File: src/hw/rtl/psev_sqrt.sv
// Bit-serial integer square root of a 64-bit value, one result bit per cycle.
module psev_sqrt (
    input  logic        i_clk,
    input  logic        i_rst_n,
    input  logic        i_start,
    input  logic [63:0] i_value,
    output logic        o_done,
    output logic [31:0] o_root
);
    logic        r_busy;
    logic        r_done;
    logic [4:0]  r_cnt;
    logic [63:0] r_val;
    logic [35:0] r_rem;
    logic [31:0] r_root;
    logic [35:0] n_shift;
    logic [35:0] n_trial;

    always_comb begin
        n_shift = {r_rem[33:0], r_val[63:62]};
        n_trial = {2'b00, r_root, 2'b01};
    end

    always_ff @(posedge i_clk) begin
        if (!i_rst_n) begin
            r_busy <= 1'b0;
            r_done <= 1'b0;
            r_cnt  <= '0;
        end else begin
            r_done <= 1'b0;
            if (i_start) begin
                r_busy <= 1'b1;
                r_cnt  <= '0;
                r_val  <= i_value;
                r_rem  <= '0;
                r_root <= '0;
            end else if (r_busy) begin
                r_val <= {r_val[61:0], 2'b00};
                if (n_shift >= n_trial) begin
                    r_rem  <= n_shift - n_trial;
                    r_root <= {r_root[30:0], 1'b1};
                end else begin
                    r_rem  <= n_shift;
                    r_root <= {r_root[30:0], 1'b0};
                end
                r_cnt <= r_cnt + 5'd1;
                if (&r_cnt) begin
                    r_busy <= 1'b0;
                    r_done <= 1'b1;
                end
            end
        end
    end

    assign o_done = r_done;
    assign o_root = r_root;
endmodule

File: config.mk
export PLATFORM = sky130hd
export DESIGN_NAME = psev_sqrt
export DESIGN_NICKNAME = d
export VERILOG_FILES = /design/src/hw/rtl/psev_sqrt.sv
export SDC_FILE = /design/constraint.sdc
export NUM_CORES = 1
export LEC_CHECK = 0
export ABC_AREA = 1
export BUFFER_PORTS_ARGS = -buffer_cell sky130_fd_sc_hd__buf_2
export CORE_MARGIN = 3
export CORE_UTILIZATION = 30
export CTS_CLUSTER_DIAMETER = 120
export CTS_CLUSTER_SIZE = 14
export DETAILED_ROUTE_END_ITERATION = 10
export MAX_ROUTING_LAYER = met4
export PLACE_DENSITY = 0.54
export SETUP_SLACK_MARGIN = 0.02
export SYNTH_ARGS = -nofsm -noshare
export SYNTH_HDL_FRONTEND = slang
export SYNTH_SLANG_ARGS = --single-unit
File: constraint.sdc
create_clock -name i_clk -period 10.87 [get_ports i_clk]
set_input_delay 0.5435 -clock i_clk [delete_from_list [all_inputs] [get_ports i_clk]]
set_output_delay 0.5435 -clock i_clk [all_outputs]
set_load 0.05 [all_outputs]
Word-level counts from Yosys, hierarchy flattened. Index checks and enable logic that the tools add are counted.

Order comparisons: 1. Bitwise logic cells: 2. Reductions and logical operators: 5. Muxes and demuxes: 10. Add/sub/neg operators: 2.

Operators with widths (number): 64-bit two-way mux (2); 34-bit two-way mux (2); 36-bit by 34-bit greater-or-equal comparator with 1-bit output (1); 34-bit subtractor (1); 32-bit two-way mux (1); 5-bit by 1-bit adder with 5-bit output, second input constant (1); 1-bit two-way mux (5); 5-bit AND reduction (1); 3-bit OR reduction (1); 1-bit NOT (2); 2-bit AND reduction (1); 2-bit nonzero test (1); 2-bit OR reduction (1).

Bits of input ports: 67. Bits in registers: 137. Output and inout port bits: 33. Logic and storage cells: 26.

Depth between registers and ports, before layout.
Word-level depth: 4. Mapped depth: 18. Gate-level depth less buffers: 17.

Least setup slack after synthesis. Ideal clock, no wire load.

Path type: in2reg. Start: in i_start. End: reg r_root[0] (netlist: o_root[0]), enable pin. Stages: 3. Path buffers: 1. Required time: 10206 ps. Setup slack: 3007 ps. Data arrival time: 7200 ps. Setup time: 664 ps. Cells stage by stage: clkbuf_1 inv_2 a21oi_1.

Word-level cells in the longest chain between the ends: 2.

RTL lines: from (decl) (RTL line 5) `input logic i_start,`; 2-bit nonzero test (no line); 2-bit AND reduction (no line); to (signal assigned) (RTL line 41) `r_root <= {r_root[30:0], 1'b1};`; to (signal assigned) (RTL line 44) `r_root <= {r_root[30:0], 1'b0};`; to (decl) (RTL line 15) `logic [31:0] r_root;`.

No other way between the ends. A chain may end at the register's enable or synchronous reset.

Worst setup path in the final report.
Start: in i_start. End: reg r_rem[19], enable pin.

Word-level cells in the longest chain between the ends: 2.

RTL lines: 2-bit nonzero test (no line); 2-bit AND reduction (no line); to (signal assigned) (RTL line 40) `r_rem <= n_shift - n_trial;`; to (signal assigned) (RTL line 43) `r_rem <= n_shift;`; to (decl) (RTL line 14) `logic [35:0] r_rem;`.

No other way between the ends.

==> summary.md <==
| Metric | Value |
|---|---|
| Die Wd | `174 um` |
| Hold WS | `0.374 ns` |
| Clock Skew | `0.0183 ns` |
| Final hold vios | `0` |
| CP Depth | `6` |
| Req. time, crit path | `10.92 ns` |
| Synth cell count leaders | `nand2_1 (538), inv_1 (168), nor2_1 (138)` |
| Status | `completed` |
| Yosys cell types | `31` |
| Via count | `7045` |
| Metal-1 WL | `10.3 mm` |
| CTS tree | `built` |
| Reg2reg end | `r_rem[27]` |
| Routed wl met3 | `986 um` |
| Relative slew slack | `0.320` |
| Synth async-reset ratio | `0` |
| Register area share after synthesis | `0.476` |
| NumNets Final | `1354` |
| CP max FO | `98` |
| Drt wl/cell | `12.5 um` |
| Core Area | `27400 um^2` |
| CP startpoint | `i_start` |
| Core Rows | `60` |
| Peak supply drop | `0.111 mV` |
| Post-DP HPWL | `15.0 mm` |
| Critical R2R Launch | `r_rem[16]` |
| Post-DP Area | `9370 um^2` |
| CTS resizes | `0` |
| Die ar. | `30400 um^2` |
| Clock slew at reported path FFs | `0.06 ns` |
| Pleak | `5.08 nW` |
| CTS buffer count | `17` |
| Post-Layout Inst Area | `9940 um^2` |
| Max-cap viol count | `0` |
| RD Place Congestion | `0.919` |
| Filler cell count | `2942` |
| R2r setup slk | `7.87 ns` |
| CP max-delay cell | `buf_4` |
| Synth warnings | `0` |
| Worst EP arrival | `3.16 ns` |
| Layout area overhead | `17.0%` |
| Area contributors post-synth | `edfxtp_1 (46%), nand2_1 (24%), inv_1 (7.4%)` |
| Critical path endpoint category | `register` |
| Final slew viol count | `0` |
| Final min period | `3.11 ns` |
| Most used DFF post-synth | `edfxtp_1` |
| DR top layer | `met4` |
| Longest Clk Path Bufs | `2` |
| CP peak stage delay | `0.80 ns` |
| Syn_nets | `1260` |
| Antenna-violating nets left | `0` |
| Critical path launch point type | `input port` |
| Sink Count | `137` |
| Worst min-delay path category | `in -> reg` |
| CP most frequent cell | `buf_4` |
| Post-CTS setup buffers | `0` |
| Share of cells above drive strength 1 | `0.113` |
| # IOs | `100` |
| Final WL | `20.4 mm` |
| CP bufs+invs | `5` |
| 1st-iter DRT viols | `437` |
| Delay-heaviest family, CP | `buffers and inverters` |
| Die height | `174 um` |
| Fmax | `322 MHz` |
| Crit path to | `r_rem[19]` |
| Port Buffers | `99` |
| First-pass GRT wire length | `33.9 mm` |
| Worst r2r path cells | `11` |
| Initial core utilization | `0.310` |
| #FFs+latches synth | `137` |
| Critical path class | `in -> reg` |
| CTS hold repair buffers | `0` |
| Drt drc | `0` |
| CP cell instances | `buf_4 -> inv_2 -> buf_4 -> a21oi_4 -> buf_4 -> buf_4` |
| Vias in the first global route | `6708` |
| GRT Overall Usage | `0.141` |
| Hold path cells | `3` |
| RSZ-0062 raised after global routing | `no` |
| Latest clock arrival within the worst-skew pair | `0.43 ns` |
| Initial antenna violation count | `0` |
| First-pass DRT Iterations | `5` |
| Via density | `4.31` |
| Largest net degree at the start of global routing | `99` |
| Syn Std Cell Area | `8500 um^2` |
| Most numerous cell in the Yosys netlist | `nand2_1` |
| Final Cycle Share | `0.286` |
| Slew @ Worst Pin | `1.02 ns` |
| Area leader, netlist | `edfxtp_1` |
| TNS Setup | `0 ns` |
| Grt total ovfl | `0` |
| Power Density | `161 nW/um^2` |
| Clk root buf | `clkbuf_16` |
| H-tree level count | `4` |
| Number of synthesized flops with an enable pin | `130` |
| # setup viols final | `0` |
| N_diodes | `0` |
| Met2 Routed Length | `8.98 mm` |
| Top cell type's share of synthesized area | `0.459` |
| Synthesized area per cell | `7.34 um^2` |
| Mapped Cells | `1157` |
==> worst register-to-register path: cells and delay by family, from the launching register on <==
| family | cells | cell delay (ns) |
|---|---|---|
| simple gates | 9 | 1.44 |
| buf+inv | 1 | 0.53 |
| flops | 1 | 0.39 |
| fa+ha+maj | 1 | 0.38 |
==> placed cells by master (no fill, tap or decap), types with 3 or more instances in the layout <==
cell and instances:
buf_4 6, and2_1 3, a21oi_1 24, inv_6 5
clkbuf_16 17, nand3b_1 11, ha_1 36, clkinv_4 3
buf_2 98, nand2_1 538, inv_1 168, edfxtp_1 130
nor2_1 138, dfxtp_1 7, nor3_1 14, nand4_1 5
xnor2_1 16, nand3_1 17
==> routing by layer <==
metal / vias to the layer above / global-route usage
met5: - / -
met4: 0 / 0.0312
met3: 8 / 0.0249
met2: 167 / 0.212
met1: 3122 / 0.200
li1: 3748 / -
==> flip-flops by register name, summed over array words and instances (netlist names) <==
signal	count
o_done	1
o_root	32
r_busy	1
r_cnt	5
r_rem	34
r_val	64
==> how the worst min path moves through the flow <==
stage / endpoint / start / slack [ns]
after global routing: r_val[15] / i_value[15] / 0.38
after global placement: r_cnt[4] / r_cnt[4] / 0.45
final: r_val[1] / i_value[1] / 0.37
after floorplan: r_cnt[4] / r_cnt[4] / 0.44
after CTS: r_val[1] / i_value[1] / 0.36
after detailed placement: r_cnt[4] / r_cnt[4] / 0.47
==> where the power goes <==
part	internal, mW	switching [mW]
sequential	0.630	0.0154
clock	0.322	0.253
combinational	0.122	0.253
total	1.07	0.522
==> cell families (layout without fill, tap and decap cells) <==
| logic type | after synthesis | in the layout | share of synthesized area |
|---|---|---|---|
| flops | 137 | 137 | 0.476 |
| compound gates | 32 | 32 | 0.0202 |
| simple gates | 735 | 735 | 0.341 |
| buf+inv | 199 | 306 | 0.0913 |
| xor+xnor | 18 | 18 | 0.0186 |
| fa+ha+maj | 36 | 36 | 0.0530 |
==> layout make-up <==
class / instances / area, um^2 / area share
Clock buffer: 19 / 433 / 0.0436
Clock inverter: 13 / 135 / 0.0136
Inverter: 170 / 638 / 0.0642
Multi-Input combinational cell: 821 / 3690 / 0.371
Sequential cell: 137 / 4040 / 0.407
Tap cell: 372 / 465 / 0.0468
Timing Repair Buffer: 104 / 536 / 0.0539
==> stage by stage <==
stage | instances | worst slack (ns) | util | power, mW
floorplan | 1157 | 3.01 | - | 0.945
global placement | 1604 | 7.24 | 0.342 | 1.03
detailed placement | 1604 | 7.23 | 0.342 | 1.03
CTS | 1636 | 7.68 | 0.363 | 1.62
global route | 1636 | 7.43 | 0.363 | 1.69
finish | 1636 | 7.76 | 0.363 | 1.60
Power figures use the tool's default switching activity.
