File: src/hw/rtl/psev_ram.sv
// Generic single-write, single-read RAM with registered read data.
module psev_ram #(
    parameter int WIDTH = 32,
    parameter int DEPTH = 16
) (
    input  logic                     i_clk,
    input  logic                     i_we,
    input  logic [$clog2(DEPTH)-1:0] i_waddr,
    input  logic [WIDTH-1:0]         i_wdata,
    input  logic [$clog2(DEPTH)-1:0] i_raddr,
    output logic [WIDTH-1:0]         o_rdata
);
    logic [WIDTH-1:0] r_mem [DEPTH];
    logic [WIDTH-1:0] r_rdata;

    always_ff @(posedge i_clk) begin
        if (i_we) begin
            r_mem[i_waddr] <= i_wdata;
        end
        r_rdata <= r_mem[i_raddr];
    end

    assign o_rdata = r_rdata;
endmodule

File: config.mk
export PLATFORM = sky130hd
export DESIGN_NAME = psev_ram
export DESIGN_NICKNAME = d
export VERILOG_FILES = /design/src/hw/rtl/psev_ram.sv
export SDC_FILE = /design/constraint.sdc
export NUM_CORES = 1
export LEC_CHECK = 0
export BUFFER_PORTS_ARGS = -buffer_cell sky130_fd_sc_hd__buf_2
export CAP_MARGIN = 10
export CORE_ASPECT_RATIO = 1.75
export CORE_MARGIN = 4
export CORE_UTILIZATION = 30
export CTS_BUF_LIST = sky130_fd_sc_hd__clkbuf_4 sky130_fd_sc_hd__clkbuf_8 sky130_fd_sc_hd__clkbuf_16
export DETAILED_ROUTE_END_ITERATION = 16
export PLACE_DENSITY = 0.5
export SKIP_CTS_REPAIR_TIMING = 1
export SYNTH_ARGS = -nofsm -noshare
export SYNTH_HDL_FRONTEND = slang
export SYNTH_SLANG_ARGS = --single-unit
export TNS_END_PERCENT = 50
File: constraint.sdc
create_clock -name i_clk -period 4.8 [get_ports i_clk]
set_clock_uncertainty 0.2 [all_clocks]
set_input_delay 0 -clock i_clk [delete_from_list [all_inputs] [get_ports i_clk]]
set_output_delay 0 -clock i_clk [all_outputs]
set_load 0.05 [all_outputs]
======== After elaboration in Yosys (flattened, before gate mapping) ========
Memory sizes are Yosys's and may differ from the RTL's. A register that Yosys moved wholly into a read port is not among the register bits.
Cells that the tools add are included.
word-level totals
  memories kept ........................... 1
  RAM bits ................................ 512
  register bits ........................... 0
  output and inout port bits .............. 32
memory list
  name   depth  width  read ports  clocked after Yosys merged registers in  wr ports  RTL line  RTL
  r_mem  16     32     1           1                                        1         13        logic [WIDTH-1:0] r_mem [DEPTH];
operators by class
  muxes and demuxes ....................... 2
operator list
  kind    number
  $mux 1  2

======== Longest topological paths before layout ========
Gate-level depths: netlist of run 1.
  depth in word-level cells ............... 2
  gate-level depth with buffers ........... 5
  gate-level depth less buffers ........... 3

======== Least setup slack after synthesis of run 1 ========
No wires, ideal clock.
  kind .................................... in2reg
  start point ............................. input i_waddr[2]
  end point ............................... memory r_mem[0][0] (enable)
  arrival time ............................ 2718 ps
  required time ........................... 4139 ps
  setup time .............................. 461 ps
  path buffers ............................ 0
  stages on the path ...................... 2
  slack ................................... 1420 ps
  cell sequence ........................... or3b_2 nor3_1
RTL lines
  element             RTL line  RTL
  start: declaration  8         input logic [$clog2(DEPTH)-1:0] i_waddr,
  end: declaration    13
No word-level cell before the write port.

==> results of run 1 <==
==> report_power, final <==
group | switching [mW] | leakage [nW] | total [mW] | internal, mW
combinational | 0.389 | 1.71 | 0.596 | 0.208
sequential | 0.0328 | 4.89 | 5.34 | 5.31
clock | 1.68 | 0.817 | 4.00 | 2.32
==> worst max-delay path by stage <==
| stage | startpoint | to | slack, ps | cells past startpoint |
|---|---|---|---|---|
| 2_1_floorplan | i_waddr[2] | r_mem[0][0] | 1420 | 2 |
| 3_3_place_gp | i_raddr[0] | o_rdata[1] | 2150 | 5 |
| 3_5_place_dp | i_raddr[0] | o_rdata[1] | 2130 | 5 |
| 4_1_cts | i_raddr[0] | o_rdata[3] | 2740 | 5 |
| 5_1_grt | i_raddr[0] | o_rdata[3] | 2550 | 5 |
| 6_report | i_raddr[3] | o_rdata[2] | 2710 | 6 |
==> worst min-delay path: stages <==
cell	delay, ps
buf_2	100
or3b_2	260
nor2_4	220
==> per-layer routing <==
layer | part of all wire [%] | vias up | GRT usage [%]
met1 | 41 | 4849 | 16.5
met4 | 1.9 | 4 | 3.47
met2 | 53 | 207 | 23.2
met5 | 0.043 | - | 0
li1 | - | 3849 | -
met3 | 4.3 | 54 | 2.36
==> final cells by class <==
class	count	area [µm²]	area share [%]
clock buffers	64	1360	5.79
diodes	3	7.51	0.0320
clock inverters	22	274	1.17
well taps	882	1100	4.71
flip-flops and latches	544	16000	68.3
multi-input cells	251	3750	16.0
repair buffers	133	927	3.96
==> sequential cells by signal, indices dropped and copies added (netlist names) <==
| register | flops |
|---|---|
| o_rdata | 32 |
| r_mem | 512 |
==> kinds of logic (layout without fill, tap and decap cells) <==
group	Yosys count	count (layout)
simple gates	59	59
buf+inv	43	219
mux	128	128
other cells	0	3
compound gates	64	64
flops	544	544
==> cells in the final DEF (no fill, tap or decap), types with 3 or more instances in the layout <==
master	instances
edfxtp_1	512
mux4_2	128
buf_2	71
a22oi_1	64
clkbuf_16	49
dlygate4sd3_1	35
nand2_1	33
dfxtp_1	32
buf_4	25
nor2_4	13
clkbuf_4	12
clkinv_2	9
bufinv_16	6
nor3_2	4
clkbuf_8	4
diode_2	3
==> through the flow <==
| step | worst slack (ps) | cell area (µm²) | power [mW] | util, % | hold slack [ps] |
|---|---|---|---|---|---|
| global route | 2550 | 23400 | 10.3 | 35.8 | 52.6 |
| floorplan | 1420 | 19900 | 5.80 | - | -101 |
| finish | 2710 | 23400 | 9.93 | 35.8 | 51.0 |
| CTS | 2740 | 23100 | 10.0 | 35.2 | -428 |
| detailed placement | 2130 | 21400 | 6.03 | 32.8 | 189 |
| global placement | 2150 | 21400 | 6.02 | 32.8 | 185 |
==> impl_metrics.json, run 1 <==
{
  "die_height_um": 348,
  "r2r_setup_slack_ps": 3250,
  "htree_levels": 2,
  "rsz0062_at_grt": "false",
  "leakage_nw": 7.43,
  "antenna_found_initial": 5,
  "core_area_um2": 65500,
  "drtAntennaViolNets": 0,
  "dp.cells": 1775,
  "ys.flop_type": "edfxtp_1",
  "routedWlPerCell_um": 24.4,
  "startpoint_type": "input port",
  "place_congestion": 0.700,
  "n_fill_cell": 6098,
  "finalMaxSlewViolations": 0,
  "worstSetupEndpointType": "flip-flop",
  "cpMostUsedCell": "dlygate4sd3_1",
  "portBuffers": 73,
  "synth-xor-area-share_pct": 0,
  "num_vias": 8963,
  "worst_pin_slew_ps": 1220,
  "setup_violations": 0,
  "synth_top_family_by_area": "multiplexers",
  "clkSlewWorstSetupHoldPaths_ps": 70,
  "syn2layout_area_growth_pct": 18.0,
  "slowest_delay_ps": 790,
  "ys_warn_count": 0,
  "cp_slowest_cell": "dlygate4sd3_1",
  "synth_area_um2": 19900,
  "outcome": "complete, no violations",
  "rows": 124,
  "grt_pass1_wl_mm": 67.6,
  "worstPathMaxFanout": 18,
  "synth_compound_area_share_pct": 2.42,
  "first_global_vias": 9649,
  "min_path_type": "input port to flip-flop",
  "root_buffer": "clkbuf_16",
  "grt_overflow": 0,
  "slew_headroom_pct": 18.6,
  "drv_cap": 0,
  "drc": 0,
  "synth_simple_gate_area_share_pct": 1.27,
  "dieArea_um2": 70500,
  "min_to": "r_mem[2][14]",
  "ys_seq_area_share_pct": 80.7,
  "rr_endpoint": "o_rdata[29]",
  "path_delay_family": "buffers and inverters",
  "drtIter0Drc": 938,
  "grt_use_total_pct": 13.0,
  "synth-edff-count": 512,
  "numCtsBuffers": 48,
  "syn_inst": 838,
  "synth.top_cells.by_count": "edfxtp_1 (512), mux4_2 (128), a22oi_1 (64), nand2_1 (33), dfxtp_1 (32)",
  "grt_max_degree": 79,
  "synthAdderAreaFrac_pct": 0,
  "final_hold_viol_count": 0,
  "die_w_um": 202,
  "dp_hpwl_mm": 24.4,
  "wirelength_mm": 46.4,
  "fin_nets": 1020,
  "yosysTopAreaCell": "edfxtp_1",
  "min_from": "i_waddr[2]",
  "io_pins": 74,
  "worstRegToRegCells": 3,
  "cts_sinks": 544,
  "tns_ps": 0,
  "avgSynthCellArea_um2": 23.7,
  "power.density_nw_per_um2": 424,
  "synth.most_common_cell": "edfxtp_1",
  "peakVddDrop_mv": 0.262,
  "synth_top_area_share_pct": 77.4,
  "cp.buffers_inverters": 3,
  "dr.pass1.iters": 5,
  "final_layout_size_suffix_gt1_share_pct": 32.6,
  "final_cells": 1899,
  "muxShareOfSynthArea_pct": 14.5,
  "vias_per_cell": 4.72,
  "fmax_mhz": 478,
  "worstSetupPathType": "input port to flip-flop",
  "clock_latency_ps": 560,
  "async_reset_ff_share_pct": 0,
  "period_needed_ps": 2090,
  "ys_top_cells_by_area": "edfxtp_1 (77%), mux4_2 (15%), dfxtp_1 (3.2%)",
  "crit-reg2reg-launch": "r_mem[11][29]",
  "cts_tree": "built",
  "post-route-period-util_pct": 43.5,
  "synth_cell_types": 18,
  "path_cells": "dlygate4sd3_1, buf_2, nor2b_4, dlygate4sd3_1, a22oi_1, nand2_1",
  "worstPathRequired_ps": 5110,
  "min_path_cells": 3,
  "syn_nets": 880,
  "synth-seq-cells": 544,
  "start_util_pct": 30.3,
  "arrival_ps": 2400,
  "cts_max_path_buffers": 3
}
Power figures use the tool's default switching activity.
==> run 2: changes to the inputs <==
- clock period: 4.8 -> 2.03 ns (I/O delays scaled with it)
==> run 2 against run 1 <==
Against the previous run: global-route usage down 0.39 points; register-to-register slack worse by 3100 ps; combinational power grew to 2.5 times the previous value; wire length down 3.0%; worst hold slack better by 1.3 ps; highest routed layer unchanged.
==> impl_metrics.json, run 2 (synthesis results as in run 1) <==
{
  "grt_overflow": 0,
  "cts_sinks": 544,
  "start_util_pct": 30.3,
  "finalMaxSlewViolations": 0,
  "dr.pass1.iters": 5,
  "numCtsBuffers": 48,
  "fin_ws_ps": 133,
  "worst_pin_slew_ps": 633,
  "path_cells": "mux4_2, dlygate4sd3_1, a22oi_1, nand2_1",
  "worstSetupPathType": "flip-flop to flip-flop",
  "worstPathRequired_ps": 2290,
  "place_congestion": 0.693,
  "arrival_ps": 2160,
  "num_vias": 9097,
  "drc": 0,
  "syn2layout_area_growth_pct": 21.3,
  "period_needed_ps": 1900,
  "drtIter0Drc": 753,
  "cts_max_path_buffers": 3,
  "portBuffers": 73,
  "slowest_delay_ps": 570,
  "die_w_um": 202,
  "final_layout_size_suffix_gt1_share_pct": 33.3,
  "final_common_cell": "edfxtp_1",
  "dieArea_um2": 70500,
  "grt_pass1_wl_mm": 66.6,
  "drv_cap": 0,
  "leakage_nw": 7.68,
  "slew_headroom_pct": 57.7,
  "fmax_mhz": 527,
  "place_ws_ps": 222,
  "first_global_vias": 9943,
  "fin_nets": 1042,
  "worstPathMaxFanout": 1,
  "vias_per_cell": 4.73,
  "path_delay_family": "buffers and inverters",
  "core_area_um2": 65500,
  "layout_common_cells": "edfxtp_1 (512), mux4_2 (128), buf_2 (71), a22oi_1 (64), clkbuf_16 (50)",
  "final_cells": 1924,
  "cp.buffers_inverters": 1,
  "clock_latency_ps": 570,
  "worstSetupEndpointType": "flip-flop",
  "cts_tree": "built",
  "io_pins": 74,
  "rows": 124,
  "clkSlewWorstSetupHoldPaths_ps": 70,
  "peakVddDrop_mv": 0.546,
  "min_path_type": "input port to flip-flop",
  "largest_reg_flops": 512,
  "wirelength_mm": 45.0,
  "grt_max_degree": 40,
  "rsz0062_at_grt": "false",
  "regMostFlops": "r_mem",
  "outcome": "complete, no violations",
  "setup_violations": 0,
  "routedWlPerCell_um": 23.4,
  "dp_hpwl_mm": 24.9,
  "drtAntennaViolNets": 0,
  "dp.cells": 1791,
  "htree_levels": 2,
  "antenna_found_initial": 4,
  "grt_use_total_pct": 12.7,
  "cp_slowest_cell": "dlygate4sd3_1",
  "post-route-period-util_pct": 93.5,
  "final_hold_viol_count": 0,
  "root_buffer": "clkbuf_16",
  "power.density_nw_per_um2": 984,
  "die_height_um": 348,
  "startpoint_type": "flip-flop"
}
run 2: cell types whose count changed in the layout (fill, tap and decap cells not counted), moves of 4 or more:
cell	delta
buf_4	-16
nor3_2	-4
buf_12	+32
nor3_4	+4
clkinv_1	+4
dlygate4sd3_1	+6
run 2: layer usage:
metal,track usage [%],up-vias,share of wire [%]
met4,3.33,2,2.0
met2,23.2,165,54
met3,1.90,56,3.2
met1,15.7,4986,41
met5,0,-,0.016
li1,-,3888,-
run 2: worst register-to-register path, stage by stage (launching register included):
cell           delay [ps]
edfxtp_1              360
mux4_2                460
dlygate4sd3_1         570
a22oi_1               140
nand2_1                60
run 2: power breakdown:
group | leakage [nW] | total [mW] | internal [mW] | switching [mW]
sequential | 4.89 | 12.6 | 12.5 | 0.0823
combinational | 1.95 | 1.50 | 0.571 | 0.932
clock | 0.836 | 9.56 | 5.56 | 4.01
total | 7.68 | 23.7 | 18.7 | 5.02
run 2: area by class of cell:
class	instances	area, µm²
fill	6068	41400
sequential	544	16000
multi-input combinational	251	3770
clock buffer	63	1370
antenna	3	7.51
timing repair buffer	155	1510
tap	882	1100
clock inverter	26	298
run 2: worst paths after layout:
check        depth (start not counted)  slack [ps]     startpoint            to
max                                  4         130  r_mem[15][17]   o_rdata[17]
min reg2reg                          3         470    r_mem[6][3]    o_rdata[3]
max reg2reg                          4         130  r_mem[15][17]   o_rdata[17]
min                                  4          50     i_waddr[2]  r_mem[1][15]
run 2: per-stage QoR:
stage	hold slack (ps)	instance area (µm²)	utilization (%)	power, mW	TNS (ps)
2_1_floorplan	-101	19900	-	13.7	-111210
3_3_place_gp	177	22000	33.6	14.3	0
3_5_place_dp	194	22000	33.6	14.4	0
4_1_cts	-437	23700	36.1	23.9	0
5_1_grt	56.5	24100	36.8	24.5	0
6_report	52.3	24100	36.8	23.7	0
==> run 3: changes to the inputs <==
- CORE_ASPECT_RATIO: 1.75 -> default
==> run 3 against run 2 <==
Against the previous run: the run now ends with hold timing left; wire length is 0.52% higher; clock-buffer cell count is 22 higher; power is 3.4% higher; final cell count is 0.36% lower; highest routed layer unchanged.
==> impl_metrics.json, run 3 (synthesis results as in run 1) <==
{
  "layout_common_cells": "edfxtp_1 (512), mux4_2 (128), buf_2 (71), a22oi_1 (64), clkbuf_16 (57)",
  "vias_per_cell": 4.73,
  "leakage_nw": 7.77,
  "antenna_found_initial": 3,
  "arrival_ps": 2060,
  "finalMaxSlewViolations": 0,
  "grt_max_degree": 50,
  "fin_nets": 1048,
  "worstPathRequired_ps": 2110,
  "n_fill_cell": 5991,
  "die_w_um": 265,
  "rr_endpoint": "o_rdata[17]",
  "htree_levels": 2,
  "start_util_pct": 30.3,
  "rows": 94,
  "peakVddDrop_mv": 0.539,
  "final_common_cell": "edfxtp_1",
  "startpoint_type": "input port",
  "cp.buffers_inverters": 4,
  "root_buffer": "clkbuf_16",
  "min_from": "i_we",
  "syn2layout_area_growth_pct": 22.0,
  "largest_reg_flops": 512,
  "fin_ws_ps": 59.6,
  "dr.pass1.iters": 5,
  "min_path_type": "input port to flip-flop",
  "worstPathMaxFanout": 4,
  "worstSetupEndpointType": "flip-flop",
  "period_needed_ps": 1970,
  "core_area_um2": 65600,
  "final_layout_size_suffix_gt1_share_pct": 34.0,
  "rsz0062_at_grt": "false",
  "worst_pin_slew_ps": 501,
  "fmax_mhz": 508,
  "crit-reg2reg-launch": "r_mem[3][17]",
  "slew_headroom_pct": 66.5,
  "numCtsBuffers": 56,
  "path_cells": "dlygate4sd3_1, buf_2, nand3b_1, nor3_4, buf_4, dlygate4sd3_1",
  "num_vias": 9072,
  "place_congestion": 0.663,
  "io_pins": 74,
  "drv_cap": 0,
  "drc": 0,
  "grt_overflow": 0,
  "first_global_vias": 9605,
  "drtIter0Drc": 726,
  "cp_slowest_cell": "dlygate4sd3_1",
  "power.density_nw_per_um2": 1010,
  "r2r_setup_slack_ps": 490,
  "place_area_um2": 21900,
  "cpMostUsedCell": "dlygate4sd3_1",
  "place_ws_ps": 265,
  "grt_use_total_pct": 12.9,
  "drtAntennaViolNets": 0,
  "routedWlPerCell_um": 23.6,
  "wirelength_mm": 45.3,
  "path_delay_family": "buffers and inverters",
  "fin_area_um2": 24200,
  "dp_hpwl_mm": 22.9,
  "clkSlewWorstSetupHoldPaths_ps": 60,
  "clock_latency_ps": 590,
  "outcome": "finished with violations",
  "worstSetupPathType": "input port to flip-flop",
  "die_height_um": 265,
  "portBuffers": 73,
  "worstRegToRegCells": 3,
  "dieArea_um2": 70400,
  "cts_tree": "built",
  "min_path_cells": 4,
  "regMostFlops": "r_mem",
  "cts_max_path_buffers": 3,
  "fin_hold_ws_ps": -46.4,
  "post-route-period-util_pct": 97.1,
  "cts_sinks": 544,
  "violations": "hold timing",
  "grt_pass1_wl_mm": 66.6,
  "final_hold_viol_count": 30,
  "setup_violations": 0,
  "min_to": "r_mem[8][13]",
  "slowest_delay_ps": 630
}
run 3: cell types whose count changed in the layout (fill, tap and decap cells not counted), moves of 2 or more:
| cell | delta |
|---|---|
| clkinv_1 | +2 |
| buf_12 | -3 |
| clkinv_4 | -2 |
| clkbuf_16 | +7 |
| diode_2 | -2 |
| clkbuf_8 | +4 |
| clkinv_2 | -3 |
| clkbuf_4 | +11 |
run 3: tightest hold or removal path: stages:
cell and delay (ps):
buf_2 120, nand3b_1 160, nor3_4 110, buf_12 170
run 3: worst max-delay path by stage:
stage	startpoint	end	slack [ps]	cells past startpoint
3_5_place_dp	i_raddr[0]	o_rdata[18]	270	5
4_1_cts	o_rdata[19]	o_rdata[19]	490	1
3_3_place_gp	i_raddr[0]	o_rdata[17]	240	5
6_report	i_waddr[3]	r_mem[8][18]	60	6
2_1_floorplan	i_waddr[2]	r_mem[1][0]	-480	2
5_1_grt	i_waddr[3]	r_mem[8][18]	20	6
run 3: layer usage:
metal  vias up  routed length [µm]  track usage, %
met5         -                  13               0
met1      4888               21300            18.8
li1       3931                   -               -
met4         2                 682            3.16
met3        52                1860            2.33
met2       199               21400            20.2
run 3: stage by stage:
step | std cells | TNS (ps) | hold slack, ps | utilization (%) | total power, mW
finish | 1917 | 0 | -46.4 | 36.9 | 24.5
global placement | 1772 | 0 | 175 | 33.4 | 14.3
detailed placement | 1772 | 0 | 187 | 33.4 | 14.3
CTS | 1876 | 0 | -458 | 36.3 | 24.8
floorplan | 838 | -111210 | -101 | - | 13.7
global route | 1916 | 0 | -51.9 | 36.9 | 25.4
run 3: report_power, final:
group	total, mW	internal (mW)	switching [mW]
sequential	12.6	12.6	0.0863
combinational	1.48	0.554	0.924
clock	10.4	6.34	4.06
run 3: area by class of cell:
| type | count | area, µm² | area share, % |
|---|---|---|---|
| clock buffer | 85 | 1690 | 6.96 |
| tap | 864 | 1080 | 4.46 |
| antenna | 1 | 2.50 | 0.0103 |
| multi-input combinational | 251 | 3770 | 15.6 |
| timing repair buffer | 153 | 1460 | 6.01 |
| sequential | 544 | 16000 | 66.1 |
| clock inverter | 19 | 210 | 0.868 |
