### src/hw/rtl/psev_div.sv
// Restoring divider: 49-bit magnitude by 32-bit divisor, one quotient bit per cycle.
module psev_div (
    input  logic        i_clk,
    input  logic        i_rst_n,
    input  logic        i_start,
    input  logic [48:0] i_dividend,
    input  logic [31:0] i_divisor,
    output logic        o_done,
    output logic [48:0] o_quot
);
    logic        r_busy;
    logic        r_done;
    logic [5:0]  r_cnt;
    logic [48:0] r_dvd;
    logic [31:0] r_dsr;
    logic [31:0] r_rem;
    logic [48:0] r_quot;
    logic [32:0] n_shift;
    logic        n_ge;

    always_comb begin
        n_shift = {r_rem, r_dvd[48]};
        n_ge    = n_shift >= {1'b0, r_dsr};
    end

    always_ff @(posedge i_clk) begin
        if (!i_rst_n) begin
            r_busy <= 1'b0;
            r_done <= 1'b0;
            r_cnt  <= '0;
        end else begin
            r_done <= 1'b0;
            if (i_start) begin
                r_busy <= 1'b1;
                r_cnt  <= '0;
                r_dvd  <= i_dividend;
                r_dsr  <= i_divisor;
                r_rem  <= '0;
                r_quot <= '0;
            end else if (r_busy) begin
                r_dvd <= {r_dvd[47:0], 1'b0};
                if (n_ge) begin
                    r_rem <= 32'(n_shift - {1'b0, r_dsr});
                end else begin
                    r_rem <= n_shift[31:0];
                end
                r_quot <= {r_quot[47:0], n_ge};
                r_cnt  <= r_cnt + 6'd1;
                if (r_cnt == 6'd48) begin
                    r_busy <= 1'b0;
                    r_done <= 1'b1;
                end
            end
        end
    end

    assign o_done = r_done;
    assign o_quot = r_quot;
endmodule

### config.mk
export PLATFORM = sky130hd
export DESIGN_NAME = psev_div
export DESIGN_NICKNAME = d
export VERILOG_FILES = /design/src/hw/rtl/psev_div.sv
export SDC_FILE = /design/constraint.sdc
export NUM_CORES = 1
export LEC_CHECK = 0
export ABC_AREA = 1
export ABC_CLOCK_PERIOD_IN_PS = 8400
export BUFFER_PORTS_ARGS = -buffer_cell sky130_fd_sc_hd__buf_2
export CORE_MARGIN = 2
export CORE_UTILIZATION = 50
export CTS_CLUSTER_SIZE = 8
export DETAILED_ROUTE_END_ITERATION = 12
export PLACE_DENSITY = 0.72
export REMOVE_ABC_BUFFERS = 1
export SKIP_LAST_GASP = 1
export SYNTH_ARGS = -nofsm -noshare
export SYNTH_HDL_FRONTEND = slang
export SYNTH_SLANG_ARGS = --single-unit
export TNS_END_PERCENT = 100
### constraint.sdc
create_clock -name i_clk -period 8.4 [get_ports i_clk]
set_input_delay 2.52 -clock i_clk [delete_from_list [all_inputs] [get_ports i_clk]]
set_output_delay 2.52 -clock i_clk [all_outputs]
set_load 0.01 [all_outputs]
After elaboration in Yosys (flattened, before gate mapping). Index checks and enable logic that the tools add are counted.

Mux-type cells: 9. Reductions and logical operators: 5. Bitwise logic cells: 2. $lt $le $gt $ge: 1. Add/sub/neg operators: 2. Equal/unequal tests: 1.

Operator list (number): 49-bit two-way mux (3); 32-bit two-way mux (2); 33-bit by 32-bit >= comparator with 1-bit output (1); 32-bit subtractor (1); 6-bit by 1-bit adder with 6-bit output, second input constant (1); 6-bit == test, second input constant (1); 1-bit two-way mux (4); 2-bit AND reduction (2); 3-bit OR reduction (1); 1-bit inverter (2); 2-bit nonzero test (1); 2-bit OR reduction (1).

Output and inout port bits: 50. Word-level logic and storage cells: 27. Input port bits: 84. Flip-flop bits (word level): 170.

Longest topological paths before layout. Gate-level depths: netlist (run 1).

Word-level depth: 4. Mapped depth: 17. Gate-level depth less buffers: 15.

Least setup slack after synthesis (run 1). No wires, ideal clock.

Kind: input to register. Start: input port i_start. End: register r_quot[0] (netlist: o_quot[0]), enable pin. Buffers on the path: 2. Cell stages on the path: 4. Slack: 1974 ps. Required time: 7906 ps. Arrival time: 5932 ps. Library setup time: 494 ps. Path through: clkbuf_1 clkbuf_1 nand2_1 nand2_1.

Word-level cells in the longest chain between the ends: 2.

RTL lines: start, declared (RTL line 5) `input logic i_start,`; 2-bit nonzero test (no line); 2-bit AND reduction (no line); end signal, assigned (RTL line 47) `r_quot <= {r_quot[47:0], n_ge};`; end, declared (RTL line 17) `logic [48:0] r_quot;`.

Every way passes these cells. A chain may end at the register's enable or synchronous reset.

Final worst setup path (run 1).
Start: input port i_rst_n. End: register r_dvd[36], enable pin.

Word-level cells in the longest chain between the ends: 1.

RTL lines: start, declared (RTL line 4) `input logic i_rst_n,`; 2-bit AND reduction (no line); end signal, assigned (RTL line 36) `r_dvd <= i_dividend;`; end signal, assigned (RTL line 41) `r_dvd <= {r_dvd[47:0], 1'b0};`; end, declared (RTL line 14) `logic [48:0] r_dvd;`.

Every way passes these cells.

==> out/metrics.csv, run 1 <==
metric;value;unit
status;finished clean;
clk_path_buf_depth;2;
postCtsSetupRepairBufs;0;
power_density;218.8;mW/mm^2
worst-path-buf-inv;2;
worstMarginPinSlew;972.6;ps
hold_path_depth;2;
slowest_delay;740;ps
cp_max_fo;72;
cts.reportedPaths.clkPinSlew;80;ps
cp.required;8470;ps
wirelength;21.30;mm
max_slew_margin;0.3516;
areaGrowthSynthToFinish;15.36;%
grt_util_all_layers;0.2204;
antenna_found_initial;5;
synth_area_per_cell;7.997;sq um
layout-drive-gt1-share;0.1443;
dp.cells;1546;
setup_ws;4228;ps
cp-start-kind;input pin;
cp_top_family;buffers and inverters;
n_fill_cell;1759;
reg2reg_from;r_rem[22];
ys_types;32;
die_x;142.7;microns
reg2reg_slack;5590;ps
cts.sinks;170;
dieArea;0.02035;sq mm
total_power;0.002427;W
num_vias;7610;
min_from;r_cnt[5];
antenna_left;0;
min_period;4172;ps
fin_worst_skew;20.85;ps
fin_nets;1450;
peakVddDrop;0.0001464;V
wl_met2;9.668;mm
first_pass_iters;5;
worstReg2RegEnd;r_rem[26];
grt_pass1_wl;35.27;mm
crit_chain;buf_2 > nand2_1 > nand2_4 > buf_4;
cp.arrival;4240;ps
hold_path_class;register to register;
fin_util;0.5909;
postCtsResizedCells;0;
syn_inst;1202;
synth_edf_count;162;
met1_length;9.649;mm
detailedPlace.worstSlack;3702;ps
wl_met3;1.602;mm
drt_iter0_drc;471;
top_layer_used;met5;
avgViaCountPerCell;4.810;
netlist_area;0.009613;sq mm
place_congestion;0.9649;
fp.dieH;142.7;microns
yosysSeqAreaShare;0.5227;
p_leak;5.741;nW
cts.hold.buffers_added;0;
setup_viol_count_final;0;
rows;50;
drv_cap;0;
grt_max_degree;102;
synth_warnings;0;
drcViolationCount;0;
async_flop_share;0;
slowest_stage;buf_4;
fin_cells;1582;
endpoint_kind;register;
clk_latency;440;ps
io_buffer_count;133;
place_hpwl;14.93;mm
max_freq;0.2397;GHz
hold_path_end;r_cnt[5];
cts_buffers;17;
io_pins;134;
hold_viol;0;
fin_setup_tns;0;ps
synth_seq_cells;170;
grt_pass1_vias;7517;
core;0.01877;sq mm
rsz0062_at_grt;false;
gr-total-overflow;0;
htreeDepth;4;
drv_slew;0;
avgRoutedWirePerCell;13.46;microns
post-route-period-util;0.4966;
worstSetupPathType;input pin to register;
root_buffer;clkbuf_16;
reg2reg_depth;14;
synth_ff_type;edfxtp_1;
cts_tree;yes;
start_util;0.5122;
flip-flops by register name, indices dropped and copies added (netlist names):
| register | count |
|---|---|
| o_done | 1 |
| o_quot | 49 |
| r_busy | 1 |
| r_cnt | 6 |
| r_dsr | 32 |
| r_dvd | 49 |
| r_rem | 32 |
worst min-delay path: stages, from the launching register on:
cell,delay [ps]
dfxtp_1,320
inv_1,50
a21oi_1,50
cell usage after synthesis (3+ instances only):
cell type,count,share of area
nand2_1,448,0.17
inv_1,223,0.087
edfxtp_1,162,0.51
nor2_1,154,0.060
ha_1,34,0.044
nand3_1,31,0.016
a21oi_1,24,0.012
nand3b_1,23,0.018
clkbuf_1,18,0.0070
xor2_1,14,0.013
and2_1,8,0.0052
dfxtp_1,8,0.017
nor2_2,7,0.0046
nor3_1,6,0.0031
buf_2,5,0.0026
inv_2,5,0.0020
nand2_2,5,0.0033
nand4_1,5,0.0033
buf_6,3,0.0035
o21ai_0,3,0.0016
cell usage in the layout, fill, tap and decap left out, drive strengths merged:
master | netlist | final
a21o | 2 | 2
a21oi | 24 | 24
and2 | 8 | 8
and3 | 2 | 2
buf | 9 | 137
clkbuf | 18 | 17
clkinv | 0 | 8
clkinvlp | 0 | 1
dfxtp | 8 | 8
diode | 0 | 4
edfxtp | 162 | 162
fa | 1 | 1
ha | 34 | 34
inv | 229 | 235
nand2 | 455 | 455
nand3 | 33 | 33
nand3b | 23 | 23
nand4 | 5 | 5
nor2 | 161 | 161
nor3 | 7 | 7
nor3b | 1 | 1
nor4 | 1 | 1
o21ai | 3 | 3
or2 | 1 | 1
xnor2 | 1 | 1
xor2 | 14 | 14
worst max path at each step:
stage / cells after the start / startpoint / slack, ps / endpoint
finish: 4 / i_rst_n / 4230 / r_dvd[36]
global route: 4 / i_rst_n / 4050 / r_dvd[36]
CTS: 4 / i_rst_n / 4190 / r_dvd[7]
detailed placement: 4 / i_rst_n / 3700 / r_dvd[37]
global placement: 4 / i_start / 3770 / r_dvd[9]
floorplan: 2 / i_rst_n / 2520 / o_quot[0]
power breakdown:
group / switching (W) / leakage [nW] / internal (W) / total, W
sequential: 0.0000320 / 1.65 / 0.00103 / 0.00106
combinational: 0.000376 / 3.80 / 0.000197 / 0.000573
clock: 0.000390 / 0.291 / 0.000403 / 0.000793
cell type report:
cell class                 count  area [sq um]  share of cell area
antenna                        4         10.01           0.0009026
clock buffer                  17         425.4             0.03836
clock inverter                15         178.9             0.01613
inverter                     229         862.1             0.07774
multi-input combinational    776          3600              0.3246
sequential                   170          5025              0.4531
tap                          234         292.8             0.02640
timing repair buffer         137         695.7             0.06273
layer usage:
metal,up-vias,GRT usage
met5,-,0
met2,212,0.3530
met3,27,0.07210
li1,3954,-
met1,3413,0.2829
met4,4,0.07608
logic make-up after synthesis:
| family | count (synthesis) | share of synthesized area |
|---|---|---|
| xor+xnor | 15 | 0.01367 |
| buf+inv | 256 | 0.1036 |
| fa+ha+maj | 35 | 0.04634 |
| compound gates | 29 | 0.01562 |
| simple gates | 697 | 0.2981 |
| flops | 170 | 0.5227 |
stage by stage:
step / hold WS, ps / area [sq um]
floorplan: 423.3 / 9479
global placement: 432.8 / 10480
detailed placement: 443.8 / 10480
CTS: 454.7 / 11080
global route: 492.5 / 11080
finish: 451.8 / 11090
Power figures use the tool's default switching activity.
==> run 2, diff against run 1 <==
--- a/config.mk
+++ b/config.mk
@@ -6,13 +6,13 @@
 export NUM_CORES = 1
 export LEC_CHECK = 0
 export ABC_AREA = 1
-export ABC_CLOCK_PERIOD_IN_PS = 8400
+export ABC_CLOCK_PERIOD_IN_PS = 3800
 export BUFFER_PORTS_ARGS = -buffer_cell sky130_fd_sc_hd__buf_2
 export CORE_MARGIN = 2
 export CORE_UTILIZATION = 50
 export CTS_CLUSTER_SIZE = 8
 export DETAILED_ROUTE_END_ITERATION = 12
-export PLACE_DENSITY = 0.72
+export PLACE_DENSITY = 0.75
 export REMOVE_ABC_BUFFERS = 1
 export SKIP_LAST_GASP = 1
 export SYNTH_ARGS = -nofsm -noshare
==> constraint.sdc (replaced) <==
create_clock -name i_clk -period 3.8 [get_ports i_clk]
set_input_delay 1.14 -clock i_clk [delete_from_list [all_inputs] [get_ports i_clk]]
set_output_delay 1.14 -clock i_clk [all_outputs]
set_load 0.01 [all_outputs]
==> run 2 against run 1 <==
  * Cell area rose by 0.61%
  * Wire length is 2.6% higher
  * Non-clock buffer count grew 3
  * Via count grew 1.0%
  * Global-route usage is 0.39 points higher
  * Critical endpoint is now r_rem[14]
  * Largest power group unchanged
  * Highest routed layer unchanged
==> out/metrics.csv, run 2 (synthesis results as in run 1) <==
metric;value;unit;change
wirelength;21.86;mm;+2.6%
place_congestion;0.9240;;-4.2%
cp.arrival;2890;ps;-1350 ps
first_pass_iters;7;;+2
endpoint_kind;register;;
hold_path_class;register to register;;
cp_top_family;simple AND/OR/NAND/NOR gates;;
clk_latency;430;ps;about the same
cts.hold.buffers_added;0;;unchanged
mostFrequentLayoutCells;nand2_1, inv_1, edfxtp_1;;
drt_iter0_drc;469;;-0.42%
postCtsSetupRepairBufs;0;;unchanged
p_int;0.003671;W;+130%
worstSetupPathType;register to register;;
grt_util_all_layers;0.2243;;+0.003876
power_density;487.9;mW/mm^2;+120%
grt_max_degree;98;;-3.9%
worst-path-buf-inv;2;;unchanged
hold_viol;0;;unchanged
cts_tree;yes;;
cts_buffers;17;;unchanged
grt_util_met1;0.2903;;+0.007398
fp.dieH;142.7;microns;unchanged
postCtsResizedCells;0;;unchanged
crit_start;r_rem[8];;
io_buffer_count;133;;unchanged
status;finished clean;;
min_from;r_cnt[5];;
peakVddDrop;0.0003403;V;+130%
layout-drive-gt1-share;0.1463;;+0.001906
cts.sinks;170;;unchanged
dieArea;0.02035;sq mm;unchanged
grt_pass1_vias;7463;;-0.72%
seqPwrFrac;0.430;;-0.007
drv_slew;0;;unchanged
start_util;0.5122;;unchanged
globalRouteMet3Util;0.06707;;-0.005030
clk_path_buf_depth;2;;unchanged
p_leak;5.774;nW;+0.57%
die_x;142.7;microns;unchanged
rows;50;;unchanged
slowest_stage;edfxtp_1;;
detailedPlace.worstSlack;1159;ps;-2543 ps
switching_share;0.3255;;-0.003401
post-route-period-util;0.7089;;
switchingPower;0.001772;W;+120%
setup_viol_count_final;0;;unchanged
gr-total-overflow;0;;unchanged
fin_nets;1453;;+0.21%
drv_cap;0;;unchanged
avgRoutedWirePerCell;13.81;microns;+2.6%
cp-start-kind;register;;
cts.reportedPaths.clkPinSlew;70;ps;about the same
antenna_left;0;;unchanged
slowest_delay;440;ps;-300 ps
max_freq;0.3712;GHz;
core;0.01877;sq mm;unchanged
cp_common_cell;nor2_1;;
multiInputGateArea;0.003600;sq mm;unchanged
place_hpwl;15.60;mm;+4.5%
clockPowerShare;0.333;;+0.006
crit_chain;ha_1 > nand2_1 > nor2_1 > nand2_1 > inv_1 > nand2_2 > nand2_2 > nand2_4 > nand2_4 > inv_4 > nor2_1 > nor2_1;;
htreeDepth;4;;unchanged
num_vias;7687;;+1.0%
grt_pass1_wl;35.71;mm;+1.3%
areaGrowthSynthToFinish;16.06;%;
worstMarginPinSlew;918.6;ps;-54.09 ps
mostFrequentLayoutCell;nand2_1;;
rsz0062_at_grt;false;;
fin_util;0.5945;;+0.003600
n_fill_cell;1676;;-4.7%
min_period;2694;ps;
pwr-share-comb;0.237;;about the same
fin_worst_skew;9.856;ps;-10.99 ps
setup_ws;1106;ps;-3122 ps
reg2reg_from;r_rem[8];;
busiest_layer;met2;;
root_buffer;clkbuf_16;;
drcViolationCount;0;;unchanged
grt.met2_usage;0.3651;;+0.01215
max_slew_margin;0.3876;;+0.03606
avgViaCountPerCell;4.856;;+0.95%
io_pins;134;;unchanged
cp_max_fo;25;;-65%
cp.required;3990;ps;-4480 ps
antenna_found_initial;1;;-4
seqCellArea;0.005025;sq mm;unchanged
==> run 2: final cells by class <==
type                            instances  area share
Multi-Input combinational cell        776      0.3226
Clock inverter                         15     0.01828
Antenna cell                            2   0.0004486
Clock buffer                           17     0.03813
Timing Repair Buffer                  140     0.06661
Tap cell                              234     0.02624
Sequential cell                       170      0.4504
Inverter                              229     0.07727
==> run 2: final timing paths <==
| check | endpoint | slack [ps] | cells past startpoint |
|---|---|---|---|
| worst max-delay path | r_rem[14] | 1110 | 12 |
| worst max register to register | r_rem[14] | 1110 | 12 |
| worst min register to register | r_cnt[5] | 480 | 2 |
| worst min-delay path | r_cnt[5] | 480 | 2 |
==> run 2: tightest hold or removal path: cells and delay by family, from the launching register on <==
kind | cells | cell delay (ps)
AOI/OAI and AO/OA | 1 | 60
buffers and inverters | 1 | 60
DFF | 1 | 320
==> run 2: layer usage <==
layer	share of wire	routed length [microns]	vias up
li1	-	-	3969
met1	0.45	9895	3452
met2	0.45	9940	227
met3	0.072	1577	37
met4	0.020	437	2
met5	0.00055	12	-
==> run 2: power by group through the flow <==
stage | Sequential (W) | Clock [W] | Combinational, W
2_1_floorplan | 0.00240 | 0 | 0.000888
3_3_place_gp | 0.00238 | 0 | 0.00126
3_5_place_dp | 0.00238 | 0 | 0.00127
4_1_cts | 0.00234 | 0.00185 | 0.00128
5_1_grt | 0.00236 | 0.00190 | 0.00147
6_report | 0.00234 | 0.00181 | 0.00129
==> run 2: stage by stage <==
stage               setup TNS [ps]  total power (W)  instances  cell area [sq um]  hold slack, ps
floorplan                   -91240         0.003287       1175               9479           423.3
detailed placement               0         0.003654       1549              10520           452.4
CTS                              0         0.005474       1581              11150           482.8
global route                     0         0.005727       1581              11150           485.4
finish                           0         0.005443       1583              11160           479.5
global placement                 0         0.003634       1549              10520           435.6
==> run 3, diff against run 2 <==
--- a/config.mk
+++ b/config.mk
@@ -6,7 +6,7 @@
 export NUM_CORES = 1
 export LEC_CHECK = 0
 export ABC_AREA = 1
-export ABC_CLOCK_PERIOD_IN_PS = 3800
+export ABC_CLOCK_PERIOD_IN_PS = 2400
 export BUFFER_PORTS_ARGS = -buffer_cell sky130_fd_sc_hd__buf_2
 export CORE_MARGIN = 2
 export CORE_UTILIZATION = 50
==> constraint.sdc (replaced) <==
create_clock -name i_clk -period 2.4 [get_ports i_clk]
set_input_delay 0.72 -clock i_clk [delete_from_list [all_inputs] [get_ports i_clk]]
set_output_delay 0.72 -clock i_clk [all_outputs]
set_load 0.01 [all_outputs]
==> run 3 against run 2 <==
  * Combinational power rose by 78%
  * Clock skew up 5.7 ps
  * Final cell count is 1.2% higher
  * Core utilization rose by 2.2 points
  * Flip-flop and latch count unchanged
  * First-iteration DRC count increased by 4.3%
  * Power up 64%
  * Worst hold slack worse by 29 ps
  * Count of clock-buffer cells in the layout did not move
  * Clock power up 60%
  * Non-clock buffer count up 20
  * Critical endpoint is now r_rem[26]
  * Largest cell class unchanged
  * Largest power group unchanged
  * Highest routed layer unchanged
==> out/metrics.csv, run 3 (synthesis results as in run 1) <==
metric;value;unit;change
num_vias;7850;;+2.1%
fin_worst_skew;15.51;ps;+5.657 ps
fin_cells;1602;;+1.2%
place_area;0.01070;sq mm;+1.7%
critical_path_cell_count;11;;-1
cp.arrival;2500;ps;-390 ps
worst-path-buf-inv;2;;unchanged
drv_slew;0;;unchanged
status;finished clean;;
p_leak;5.885;nW;+1.9%
min_period;2303;ps;-390.9 ps
drv_cap;0;;unchanged
mostFrequentLayoutCell;nand2_1;;
globalRouteMet3Util;0.06908;;+0.002012
n_fill_cell;1709;;+2.0%
endpoint_kind;register;;
grt_util_met1;0.3084;;+0.01816
reg2reg_depth;11;;-1
root_buffer;clkbuf_16;;
rows;50;;unchanged
setup_viol_count_final;0;;unchanged
cts.sinks;170;;unchanged
start_util;0.5122;;unchanged
antenna_left;0;;unchanged
design_area;0.01157;sq mm;+3.7%
slowest_delay;460;ps;+20 ps
htreeDepth;4;;unchanged
core;0.01877;sq mm;unchanged
drt_iter0_drc;489;;+4.3%
gr-total-overflow;0;;unchanged
grt_max_degree;79;;-19%
avgViaCountPerCell;4.900;;+0.91%
dieArea;0.02035;sq mm;unchanged
max_slew_margin;0.6827;;+0.2951
clk_path_buf_depth;2;;unchanged
busiest_layer;met2;;
multiInputGateArea;0.003826;sq mm;+6.3%
worstMarginPinSlew;475.9;ps;-442.6 ps
cts.hold.buffers_added;0;;unchanged
post-route-period-util;0.9596;;+0.2507
cp_max_fo;12;;-52%
avgRoutedWirePerCell;14.49;microns;+4.9%
wirelength;23.21;mm;+6.2%
clk_latency;440;ps;about the same
first_pass_iters;4;;-3
layout-drive-gt1-share;0.1785;;+0.03224
grt_pass1_wl;37.44;mm;+4.8%
total_power;0.008908;W;+64%
place_congestion;0.9695;;+4.9%
grt_util_all_layers;0.2359;;+0.01156
place_hpwl;16.95;mm;+8.6%
hold_path_depth;1;;-1
cp-start-kind;register;;
cp.required;2600;ps;-1390 ps
hold_viol;0;;unchanged
cts_tree;yes;;
grt.met2_usage;0.3773;;+0.01215
fin_util;0.6167;;+0.02227
power_density;769.6;mW/mm^2;+58%
hold_path_class;input pin to register;;
whs;450.6;ps;-28.88 ps
fp.dieH;142.7;microns;unchanged
cts.reportedPaths.clkPinSlew;80;ps;about the same
cp_top_family;simple AND/OR/NAND/NOR gates;;
peakVddDrop;0.0005625;V;+65%
max_freq;0.4342;GHz;+17%
antenna_found_initial;2;;+1
cts_buffers;17;;unchanged
io_buffer_count;133;;unchanged
io_pins;134;;unchanged
grt_pass1_vias;7670;;+2.8%
slowest_stage;edfxtp_1;;
drcViolationCount;0;;unchanged
rsz0062_at_grt;true;;
seqCellArea;0.005025;sq mm;unchanged
mostFrequentLayoutCells;nand2_1, inv_1, edfxtp_1;;
crit_chain;ha_2 > nand2_1 > nor2_2 > nand2_1 > nor3_4 > nand2_4 > nand2_4 > inv_4 > buf_12 > nor2_1 > nor2_1;;
die_x;142.7;microns;unchanged
dp.cells;1568;;+1.2%
areaGrowthSynthToFinish;20.41;%;
fin_nets;1473;;+1.4%
worstSetupPathType;register to register;;
==> run 3: changes by cell type in the layout (fill, tap and decap cells not counted), moves of 3 or more <==
cell / before / now
buf_4: 5 / 22
ha_1: 34 / 16
ha_4: 0 / 15
nand2_2: 5 / 8
ha_2: 0 / 3
nor2_1: 154 / 151
nand2_1: 447 / 444
buf_12: 2 / 5
==> run 3: cell type report <==
type,instances,share of cell area
Antenna cell,1,0.0002162
Clock buffer,17,0.03675
Clock inverter,15,0.01816
Inverter,229,0.07448
Multi-Input combinational cell,776,0.3306
Sequential cell,170,0.4341
Tap cell,234,0.02529
Timing Repair Buffer,160,0.08042
==> run 3: layer usage <==
layer  vias to the layer above  routed length (microns)
met1                      3566                    10370
met3                        42                     1782
li1                       3991                        -
met2                       249                    10530
met5                         -                       10
met4                         2                      524
==> run 3: where the power goes <==
group,switching (W),internal [W]
Combinational,0.00141,0.000871
Sequential,0.000129,0.00360
Clock,0.00145,0.00144
Total,0.00300,0.00591
==> run 3: repair_timing <==
item,4_1_cts,5_1_grt
gates resized for setup,0,33
endpoints found under the setup margin,0,27
setup buffers,0,1
==> run 3: through the flow <==
stage | setup slack [ps] | setup TNS (ps)
finish | 97.01 | 0
global route | -57.49 | -379.8
CTS | 18.35 | 0
detailed placement | 33.10 | 0
global placement | 75.26 | 0
floorplan | -1682 | -218640
==> run 3: worst reg2reg max path, stage by stage, from the launching register on <==
cell and delay, ps:
edfxtp_1 460, ha_2 430, nand2_1 120, nor2_2 160, nand2_1 120, nor3_4 180, nand2_4 90, nand2_4 120
inv_4 80, buf_12 150, nor2_1 120, nor2_1 40
==> run 3: worst paths after layout <==
kind	endpoint	slack (ps)	from
hold / removal	r_dsr[29]	450	i_divisor[29]
setup / recovery	r_rem[26]	100	r_rem[28]
hold reg to reg	r_cnt[5]	480	r_cnt[5]
setup reg to reg	r_rem[26]	100	r_rem[28]
